==> config.mk <==
export PLATFORM = sky130hd
export DESIGN_NAME = positional_insert_delete_list_top
export DESIGN_NICKNAME = d
export VERILOG_FILES = /design/src/rtl/pidl_pkg.sv /design/src/rtl/positional_insert_delete_list_top.sv /design/src/rtl/pidl_mem.sv
export SDC_FILE = /design/constraint.sdc
export NUM_CORES = 2
export LEC_CHECK = 0
export ABC_CLOCK_PERIOD_IN_PS = 4800
export BUFFER_PORTS_ARGS = -buffer_cell sky130_fd_sc_hd__clkbuf_2
export CAP_MARGIN = 20
export CORE_MARGIN = 2
export CORE_UTILIZATION = 45
export DETAILED_ROUTE_END_ITERATION = 6
export GPL_TIMING_DRIVEN = 0
export PLACE_DENSITY = 0.69
export SETUP_SLACK_MARGIN = 0.2
export SLEW_MARGIN = 20
export SYNTH_ARGS = -nofsm -noshare
export SYNTH_HDL_FRONTEND = slang
export SYNTH_SLANG_ARGS = --single-unit
==> constraint.sdc <==
create_clock -name clk -period 4.8 [get_ports clk]
set_clock_uncertainty 0.2 [all_clocks]
set_input_delay 0.24 -clock clk [delete_from_list [all_inputs] [get_ports clk]]
set_output_delay 0.24 -clock clk [all_outputs]
set_load 0.005 [all_outputs]
==> src/rtl/pidl_pkg.sv <==
// shared types and constants of the positional insert/delete list
`default_nettype none

package pidl_pkg;

  // default list depth
  localparam int LIST_DEPTH_DEF = 64;

  // fixed field widths
  localparam int OP_W    = 2;
  localparam int POS_W   = 7;
  localparam int VAL_W   = 32;
  localparam int ST_W    = 2;
  localparam int COUNT_W = 7;

  // operation codes
  localparam logic [OP_W-1:0] OP_INSERT = 2'd0;
  localparam logic [OP_W-1:0] OP_DELETE = 2'd1;
  localparam logic [OP_W-1:0] OP_READ   = 2'd2;

  // status codes
  localparam logic [ST_W-1:0] ST_DONE  = 2'd0;
  localparam logic [ST_W-1:0] ST_RANGE = 2'd1;
  localparam logic [ST_W-1:0] ST_FULL  = 2'd2;

  typedef logic signed [VAL_W-1:0] word_t;

endpackage

`default_nettype wire

==> src/rtl/positional_insert_delete_list_top.sv <==
// top level: operation sequencer, shift engine and result register
`default_nettype none

// Ordered list of up to LIST_DEPTH signed 32-bit words, addressed by
// one-based positions. Insert and delete move the later entries one place
// per cycle through a single-port-write, single-port-read memory. Input is
// taken only when the sequencer is idle; a finished result waits in its own
// output register, so the next item can be taken while the result still
// waits for out_ready.
module positional_insert_delete_list_top
  import pidl_pkg::*;
#(
  parameter int LIST_DEPTH = LIST_DEPTH_DEF
) (
  input  logic                clk,
  input  logic                rst,
  input  logic                in_valid,
  output logic                in_ready,
  input  logic [OP_W-1:0]     op,
  input  logic [POS_W-1:0]    position,
  input  logic signed [VAL_W-1:0] value,
  output logic                out_valid,
  input  logic                out_ready,
  output logic signed [VAL_W-1:0] read_value,
  output logic [ST_W-1:0]     status,
  output logic [COUNT_W-1:0]  entry_count,
  output logic                empty_flag
);

  localparam int AW   = $clog2(LIST_DEPTH);
  localparam int CW   = $clog2(LIST_DEPTH + 1);
  localparam int CMPW = (CW + 1 > POS_W) ? CW + 1 : POS_W;

  // sequencer states
  localparam logic [2:0] S_IDLE  = 3'd0;
  localparam logic [2:0] S_MOVE  = 3'd1;
  localparam logic [2:0] S_FINAL = 3'd2;
  localparam logic [2:0] S_READ  = 3'd3;
  localparam logic [2:0] S_RDONE = 3'd4;
  localparam logic [2:0] S_DONE  = 3'd5;

  logic [2:0]    state;
  logic [CW-1:0] cnt;
  logic [CW-1:0] mcnt;
  logic [AW-1:0] src;
  logic [AW-1:0] pend_dst;
  logic          pend;
  logic          is_ins;
  logic [AW-1:0] pos_addr;
  word_t         ins_val;
  word_t         res_value;
  logic [ST_W-1:0] res_status;

  // memory port signals
  logic          mem_we;
  logic [AW-1:0] mem_waddr;
  word_t         mem_wdata;
  logic          mem_re;
  logic [AW-1:0] mem_raddr;
  word_t         mem_rdata;

  // position checks against the current count
  logic [CMPW-1:0] pos_x;
  logic [CMPW-1:0] cnt_x;
  logic            pos_zero;
  logic            ins_bad;
  logic            acc_bad;
  logic            list_full;
  logic [CMPW-1:0] ins_moves;
  logic [CMPW-1:0] del_moves;

  assign pos_x     = CMPW'(position);
  assign cnt_x     = CMPW'(cnt);
  assign pos_zero  = (position == '0);
  assign ins_bad   = pos_zero || (pos_x > cnt_x + CMPW'(1));
  assign acc_bad   = pos_zero || (pos_x > cnt_x);
  assign list_full = (cnt == CW'(LIST_DEPTH));
  assign ins_moves = cnt_x - pos_x + CMPW'(1);
  assign del_moves = cnt_x - pos_x;

  assign in_ready = (state == S_IDLE);

  // memory port control
  always_comb begin
    mem_we    = 1'b0;
    mem_waddr = pend_dst;
    mem_wdata = mem_rdata;
    mem_re    = 1'b0;
    mem_raddr = src;
    case (state)
      S_MOVE: begin
        mem_we = pend;
        mem_re = (mcnt != '0);
      end
      S_FINAL: begin
        mem_we    = is_ins;
        mem_waddr = pos_addr;
        mem_wdata = ins_val;
      end
      S_READ: begin
        mem_re    = 1'b1;
        mem_raddr = pos_addr;
      end
      default: begin
      end
    endcase
  end

  // sequencer
  always_ff @(posedge clk) begin
    if (rst) begin
      state <= S_IDLE;
      cnt   <= '0;
      pend  <= 1'b0;
    end else begin
      case (state)
        S_IDLE: begin
          if (in_valid) begin
            pos_addr  <= AW'(position - POS_W'(1));
            ins_val   <= value;
            res_value <= '0;
            res_status <= ST_DONE;
            pend      <= 1'b0;
            if (op == OP_INSERT) begin
              is_ins <= 1'b1;
              src    <= AW'(cnt - CW'(1));
              mcnt   <= CW'(ins_moves);
              if (ins_bad) begin
                res_status <= ST_RANGE;
                state      <= S_DONE;
              end else if (list_full) begin
                res_status <= ST_FULL;
                state      <= S_DONE;
              end else begin
                state <= S_MOVE;
              end
            end else if (op == OP_DELETE) begin
              is_ins <= 1'b0;
              src    <= AW'(position);
              mcnt   <= CW'(del_moves);
              if (acc_bad) begin
                res_status <= ST_RANGE;
                state      <= S_DONE;
              end else begin
                state <= S_MOVE;
              end
            end else if (op == OP_READ) begin
              is_ins <= 1'b0;
              if (acc_bad) begin
                res_status <= ST_RANGE;
                state      <= S_DONE;
              end else begin
                state <= S_READ;
              end
            end else begin
              is_ins     <= 1'b0;
              res_status <= ST_RANGE;
              state      <= S_DONE;
            end
          end
        end
        S_MOVE: begin
          // one entry moved per cycle: read source, write it in the next cycle
          if (mcnt != '0) begin
            mcnt     <= mcnt - CW'(1);
            pend     <= 1'b1;
            src      <= is_ins ? src - AW'(1) : src + AW'(1);
            pend_dst <= is_ins ? src + AW'(1) : src - AW'(1);
          end else begin
            pend  <= 1'b0;
            state <= S_FINAL;
          end
        end
        S_FINAL: begin
          cnt   <= is_ins ? cnt + CW'(1) : cnt - CW'(1);
          state <= S_DONE;
        end
        S_READ: begin
          state <= S_RDONE;
        end
        S_RDONE: begin
          res_value <= mem_rdata;
          state     <= S_DONE;
        end
        S_DONE: begin
          if (!out_valid || out_ready) begin
            state <= S_IDLE;
          end
        end
        default: begin
          state <= S_IDLE;
        end
      endcase
    end
  end

  // result register
  always_ff @(posedge clk) begin
    if (rst) begin
      out_valid <= 1'b0;
    end else if (state == S_DONE && (!out_valid || out_ready)) begin
      out_valid <= 1'b1;
    end else if (out_ready) begin
      out_valid <= 1'b0;
    end
  end

  always_ff @(posedge clk) begin
    if (state == S_DONE && (!out_valid || out_ready)) begin
      read_value  <= res_value;
      status      <= res_status;
      entry_count <= COUNT_W'(cnt);
      empty_flag  <= (cnt == '0);
    end
  end

  pidl_mem #(
    .DEPTH (LIST_DEPTH),
    .AW    (AW)
  ) u_mem (
    .clk   (clk),
    .we    (mem_we),
    .waddr (mem_waddr),
    .wdata (mem_wdata),
    .re    (mem_re),
    .raddr (mem_raddr),
    .rdata (mem_rdata)
  );

endmodule

`default_nettype wire

==> src/rtl/pidl_mem.sv <==
// entry store: one write port, one read port, registered read data
`default_nettype none

module pidl_mem
  import pidl_pkg::*;
#(
  parameter int DEPTH = LIST_DEPTH_DEF,
  parameter int AW    = $clog2(LIST_DEPTH_DEF)
) (
  input  logic          clk,
  input  logic          we,
  input  logic [AW-1:0] waddr,
  input  word_t         wdata,
  input  logic          re,
  input  logic [AW-1:0] raddr,
  output word_t         rdata
);

  word_t mem [DEPTH];

  // write port
  always_ff @(posedge clk) begin
    if (we) begin
      mem[waddr] <= wdata;
    end
  end

  // read port
  always_ff @(posedge clk) begin
    if (re) begin
      rdata <= mem[raddr];
    end
  end

endmodule

`default_nettype wire

======== Word-level counts from Yosys, hierarchy flattened ========
Memories as Yosys holds them, arrays and structs flattened. A register that Yosys moved wholly into a read port is not among the register bits.
Index checks and enable logic that the tools add are counted.
Widths: inputs -> output; s select.
word-level totals
  bits in registers ....................... 146
  memory bits (writable) .................. 2048
  bits of input ports ..................... 45
  output and inout bits ................... 44
  memories ................................ 1
memory list
  memory     words  bits a word  read ports  clocked after Yosys merged registers in  write ports  RTL line        text
  u_mem.mem  64     32           1           1                                        1            pidl_mem.sv:19  word_t mem [DEPTH];
operators by class
  add/sub/neg operators ................... 9
  $lt $le $gt $ge ......................... 2
  equality and inequality tests ........... 13
  muxes and demuxes ....................... 45
  bitwise gates (word level) .............. 1
  reductions and logical operators ........ 20
operators by type and width
  operator             number
  $mux 32              2
  $pmux 32 s2          1
  $mux 6               8
  $mux 7               5
  $mux 3               10
  $pmux 3 s5           1
  $add 7x1->7 const B  2
  $logic_not 7->1      2
  $pmux 7 s2           1
  $sub 7x1->7 const B  2
  $pmux 6 s2           1
  $reduce_and 3->1     4
  $sub 6x1->6 const B  2
  $mux 2               5
  $add 7x1->8 const B  1
  $gt 7x8->1           1
  $mux 1               8
  $eq 7x7->1 const B   1
  $gt 7x7->1           1
  $reduce_bool 7->1    1
  $sub 7x7->7          1
  $add 6x1->6 const B  1
  $eq 3x2->1 const B   2
  $eq 3x3->1 const B   2
  other kinds (17)     25

======== Longest topological paths before layout ========
  depth in word-level cells ............... 8
  mapped depth ............................ 12
  gate-level depth less buffers ........... 11

======== Hierarchy ========
Synthesis repeated with hierarchy kept, for this count alone.
unflattened totals
  cell total of the unflattened synthesis .. 4113
  area total of the unflattened synthesis .. 85996.2 um2
modules (own cells, without submodules)
  module                             times used  cells an instance  area an instance (um2)  seq. area each (um2)
  pidl_mem                           1           3503               79030.8                 62459.9
  positional_insert_delete_list_top  1           610                6965.4                  4264.1

======== Worst setup path after synthesis ========
No wires, ideal clock.
  path type ............................... flip-flop to flip-flop
  start ................................... register state[0]
  end ..................................... register ins_val[0] (enable)
  arrival time ............................ 4052 ps
  slack ................................... 49 ps
  cell stages (with the launch flop) ...... 5
  path buffers ............................ 2
  period minus slack after synthesis ...... 4751 ps
  path through ............................ dfxtp_1 -> buf_6 -> clkbuf_1 -> or3_1 -> nor3b_1
between the ends
  cells in the longest elaborated chain, start to end .. 2
ends and longest elaborated chain
  what                        RTL line                                  text
  start, declared             positional_insert_delete_list_top.sv:42   logic [2:0] state;
  start signal, assigned      positional_insert_delete_list_top.sv:112  state <= S_IDLE;
  start signal, assigned      positional_insert_delete_list_top.sv:130  state <= S_DONE;
  start signal, assigned      positional_insert_delete_list_top.sv:133  state <= S_DONE;
  $logic_not 3->1             positional_insert_delete_list_top.sv:116  case (state)
  $reduce_and 3->1 (no line)  --
  end signal, assigned        positional_insert_delete_list_top.sv:120  ins_val <= value;
  end, declared               positional_insert_delete_list_top.sv:50   word_t ins_val;
Every way passes these cells.
A chain may end at the register's enable or synchronous reset.

======== Worst setup path after layout ========
  start ................................... register state[0]
  end ..................................... register u_mem.rdata[30] (read register of u_mem.mem), data pin
between the ends
  cells in the longest elaborated chain, start to end .. 2
  elaborated cells between the ends (all ways) .. 4
  classes of those cells .................. eq/ne (2); mux (2)
ends and longest elaborated chain
  what                                             RTL line                                 text
  $eq 3x2->1 / $eq 3x1->1 (equally long branches)  positional_insert_delete_list_top.sv:90  case (state)
  $pmux 1 s2 / $mux 6 (equally long branches)      positional_insert_delete_list_top.sv:90
  end, declared                                    pidl_mem.sv:16                           output word_t rdata
Parallel ways exist; a longest one is shown, timed or not.

==> impl_metrics.py <==
metrics = {
    "final_layout": {
        "final_net_count": 5407,
        "drive_gt1_share_pct": 16.9,
        "area_delta_synth_final_pct": 19.1,
        "finish.instance_area_mm2": 0.102,
        "fin_util_pct": 53.8,
    },
    "detailed_routing": {
        "ant_nets": 0,
        "drt_iter0_markers": 8866,
        "drt_pass1_iterations": 6,
        "routed_wl_um": 277000,
        "avgViaCountPerCell": 6.35,
        "wl_per_cell_um": 34.5,
        "vias": 51016,
        "drc": 0,
    },
    "setup_path": {
        "startpoint": "state[0]",
        "critPathSlowestCell": "o41ai_1",
        "crit_path_max_incr_delay_ns": 0.82,
        "cp_max_fo": 10,
        "arrival_ns": 5.06,
        "startpoint_type": "flop",
        "crit_top_cell": "buf_2",
        "reg2reg_from": "state[0]",
        "worstPathCellList": "buf_6 > and3b_4 > buf_4 > o21ai_0 > nand2_1 > buf_2 > buf_2 > o22ai_1 > o41ai_1 > nand4_1",
        "crit_path_end_kind": "flop",
        "reg2regPathDepth": 10,
        "crit_type": "reg -> reg",
        "worst_ep_required_time_ns": 4.99,
    },
    "global_routing": {
        "grt_max_degree": 65,
        "overflow": 0,
        "grt_pass1_wl_um": 375000,
        "grt_usage_pct": 27.9,
        "grt_pass1_vias": 48021,
        "antenna_found_initial": 16,
    },
    "power_and_ir_drop": {
        "total_power_w": 0.0430,
        "p_per_area_mw_per_mm2": 420,
        "ir_drop_uv": 432,
        "p_leak_nw": 35.3,
    },
    "logic_synthesis": {
        "synth_fp_nets": 4821,
        "syn_area_per_cell_um2": 18.1,
        "synth.ff_latch_count": 2226,
        "yosysMostFrequentCell": "edfxtp_1",
        "synth_top_cell_area_share_pct": 77.4,
        "synth_edf_count": 2214,
        "synth_area_mm2": 0.0859,
        "ys_types": 53,
        "synth-async-reset-ratio_pct": 0,
        "synthTopCellsByArea": "edfxtp_1 77%, mux2i_1 12%, o22ai_1 3.7%",
        "synth_cells": 4751,
        "synth_ff_type": "edfxtp_1",
        "yosysSeqAreaShare_pct": 77.7,
        "synth_top_cell_by_area": "edfxtp_1",
        "synth_warnings": 0,
        "synth_common_cells": "2,214 x edfxtp_1, 1,031 x mux2i_1, 512 x o22ai_1",
    },
    "flow_run": {
        "cap_viol_max_count": 0,
    },
    "die": {
        "coreArea_mm2": 0.190,
        "io_pins": 89,
        "dieArea_mm2": 0.194,
        "die_h_um": 441,
        "start_util_pct": 45.2,
        "rows": 160,
        "fp.dieW_um": 441,
    },
    "placed_design": {
        "portBuffers": 87,
        "place_area_mm2": 0.0948,
        "globalplace.congestion": 0.957,
        "post-place-ws_ns": -0.240,
        "dp_hpwl_um": 185000,
    },
    "timing": {
        "fin_crit_sh_pct": 101,
        "final_hold_viol_count": 0,
        "finalSetupViolations": 2,
        "rsz0062_at_grt": "yes",
        "tns_ns": -0.0808,
        "slew_headroom_pct": 15.2,
        "tightestPinTransition_ns": 1.27,
        "finalMaxSlewViolations": 0,
        "fmax_mhz": 206,
        "setup_slack_ns": -0.0654,
        "fin_crit_ns": 4.87,
    },
    "clock_tree": {
        "clkLatencyLatePin_ns": 0.86,
        "cts_buffers": 210,
        "clockBufferDepth": 3,
        "clk_pin_slew_ns": 0.07,
        "tritoncts": "built",
        "cts_sinks": 2226,
        "cts-root-buf": "clkbuf_16",
        "htreeDepth": 4,
    },
    "hold_path": {
        "holdPathStages": 0,
        "hold_path.class": "reg -> reg",
        "hold_start": "res_value[12]",
    },
    "outcome": {
        "failed_checks": "negative setup slack",
        "outcome": "complete, but fails checks",
    },
}
-- routing by layer --
metal | track usage, % | routed length (um) | part of all wire [%] | vias up
li1 | - | - | - | 20468
met3 | 7.49 | 38300 | 14 | 781
met5 | 0 | 69 | 0.025 | -
met1 | 36.7 | 97600 | 35 | 25685
met2 | 42.3 | 123000 | 45 | 4072
met4 | 14.9 | 17500 | 6.3 | 10
-- cells by family after synthesis --
family,count (synthesis),synth area share [%]
flip-flops,2226,77.7
buffers and inverters,295,1.63
adder cells (fa/ha/maj),25,0.373
AND/OR/NAND/NOR,415,2.30
XOR/XNOR,36,0.367
AO/OA/AOI/OAI,722,5.63
multiplexers,1032,12.0
-- path summary, 6_finish.rpt --
path	to	slack, ns
max	u_mem.rdata[30]	-0.07
min	read_value[12]	0.21
max reg2reg	u_mem.rdata[30]	-0.07
min reg2reg	read_value[12]	0.21
-- sequential cells by signal, indices dropped and copies added (netlist names), 6 cells and up --
name	count
ins_val	32
entry_count	7
pend_dst	6
pos_addr	6
cnt	7
u_mem.mem	2048
mcnt	7
read_value	32
src	6
res_value	32
u_mem.rdata	32
-- layout by cell type, fill, tap and decap left out, drive strengths merged, types with 15 or more instances in the layout --
| cell | count |
|---|---|
| edfxtp | 2214 |
| mux2i | 1031 |
| o22ai | 512 |
| clkbuf | 441 |
| buf | 382 |
| nand2 | 161 |
| o41ai | 128 |
| clkinv | 91 |
| nor2 | 85 |
| dlygate4sd3 | 83 |
| and2 | 37 |
| nand4 | 37 |
| inv | 31 |
| o21ai | 29 |
| nand3 | 26 |
| ha | 24 |
| a21oi | 23 |
| xnor2 | 22 |
| nand3b | 16 |
| nor3 | 15 |
-- power breakdown --
part / switching, W / internal, W
logic: 0.00334 / 0.00126
registers: 0.0000838 / 0.0222
clock network: 0.00726 / 0.00878
-- worst max-delay path, delay by kind of cell, from the launching register on --
| kind | cells | cell delay (ns) |
|---|---|---|
| DFF | 1 | 0.32 |
| AOI/OAI and AO/OA | 3 | 1.29 |
| buffers and inverters | 4 | 1.53 |
| and+or+nand+nor | 3 | 1.05 |
-- area by class of cell --
cell class	instances	area (um2)
Fill cell	14198	87700
Sequential cell	2226	66700
Multi-Input combinational cell	2230	19100
Clock buffer	264	5520
Timing Repair Buffer	374	5370
Tap cell	2511	3140
Buffer	271	1350
Clock inverter	122	993
Inverter	24	90.1
Antenna cell	8	20.0
-- stage by stage --
| stage | cells | hold slack [ns] |
|---|---|---|
| 2_1_floorplan | 4751 | 0.139 |
| 3_3_place_gp | 7349 | 0.201 |
| 3_5_place_dp | 7551 | 0.205 |
| 4_1_cts | 8020 | 0.158 |
| 5_1_grt | 8023 | 0.225 |
| 6_report | 8030 | 0.211 |
-- what timing repair did --
action / 4_1_cts / 5_1_grt
pin swaps: 0 / 3
setup endpoints to repair: 11 / 226
hold buffers: 83 / 0
buffers inserted: 0 / 2
gates resized for setup: 8 / 39
endpoints found under the hold margin: 132 / 0
Power figures use the tool's default switching activity.
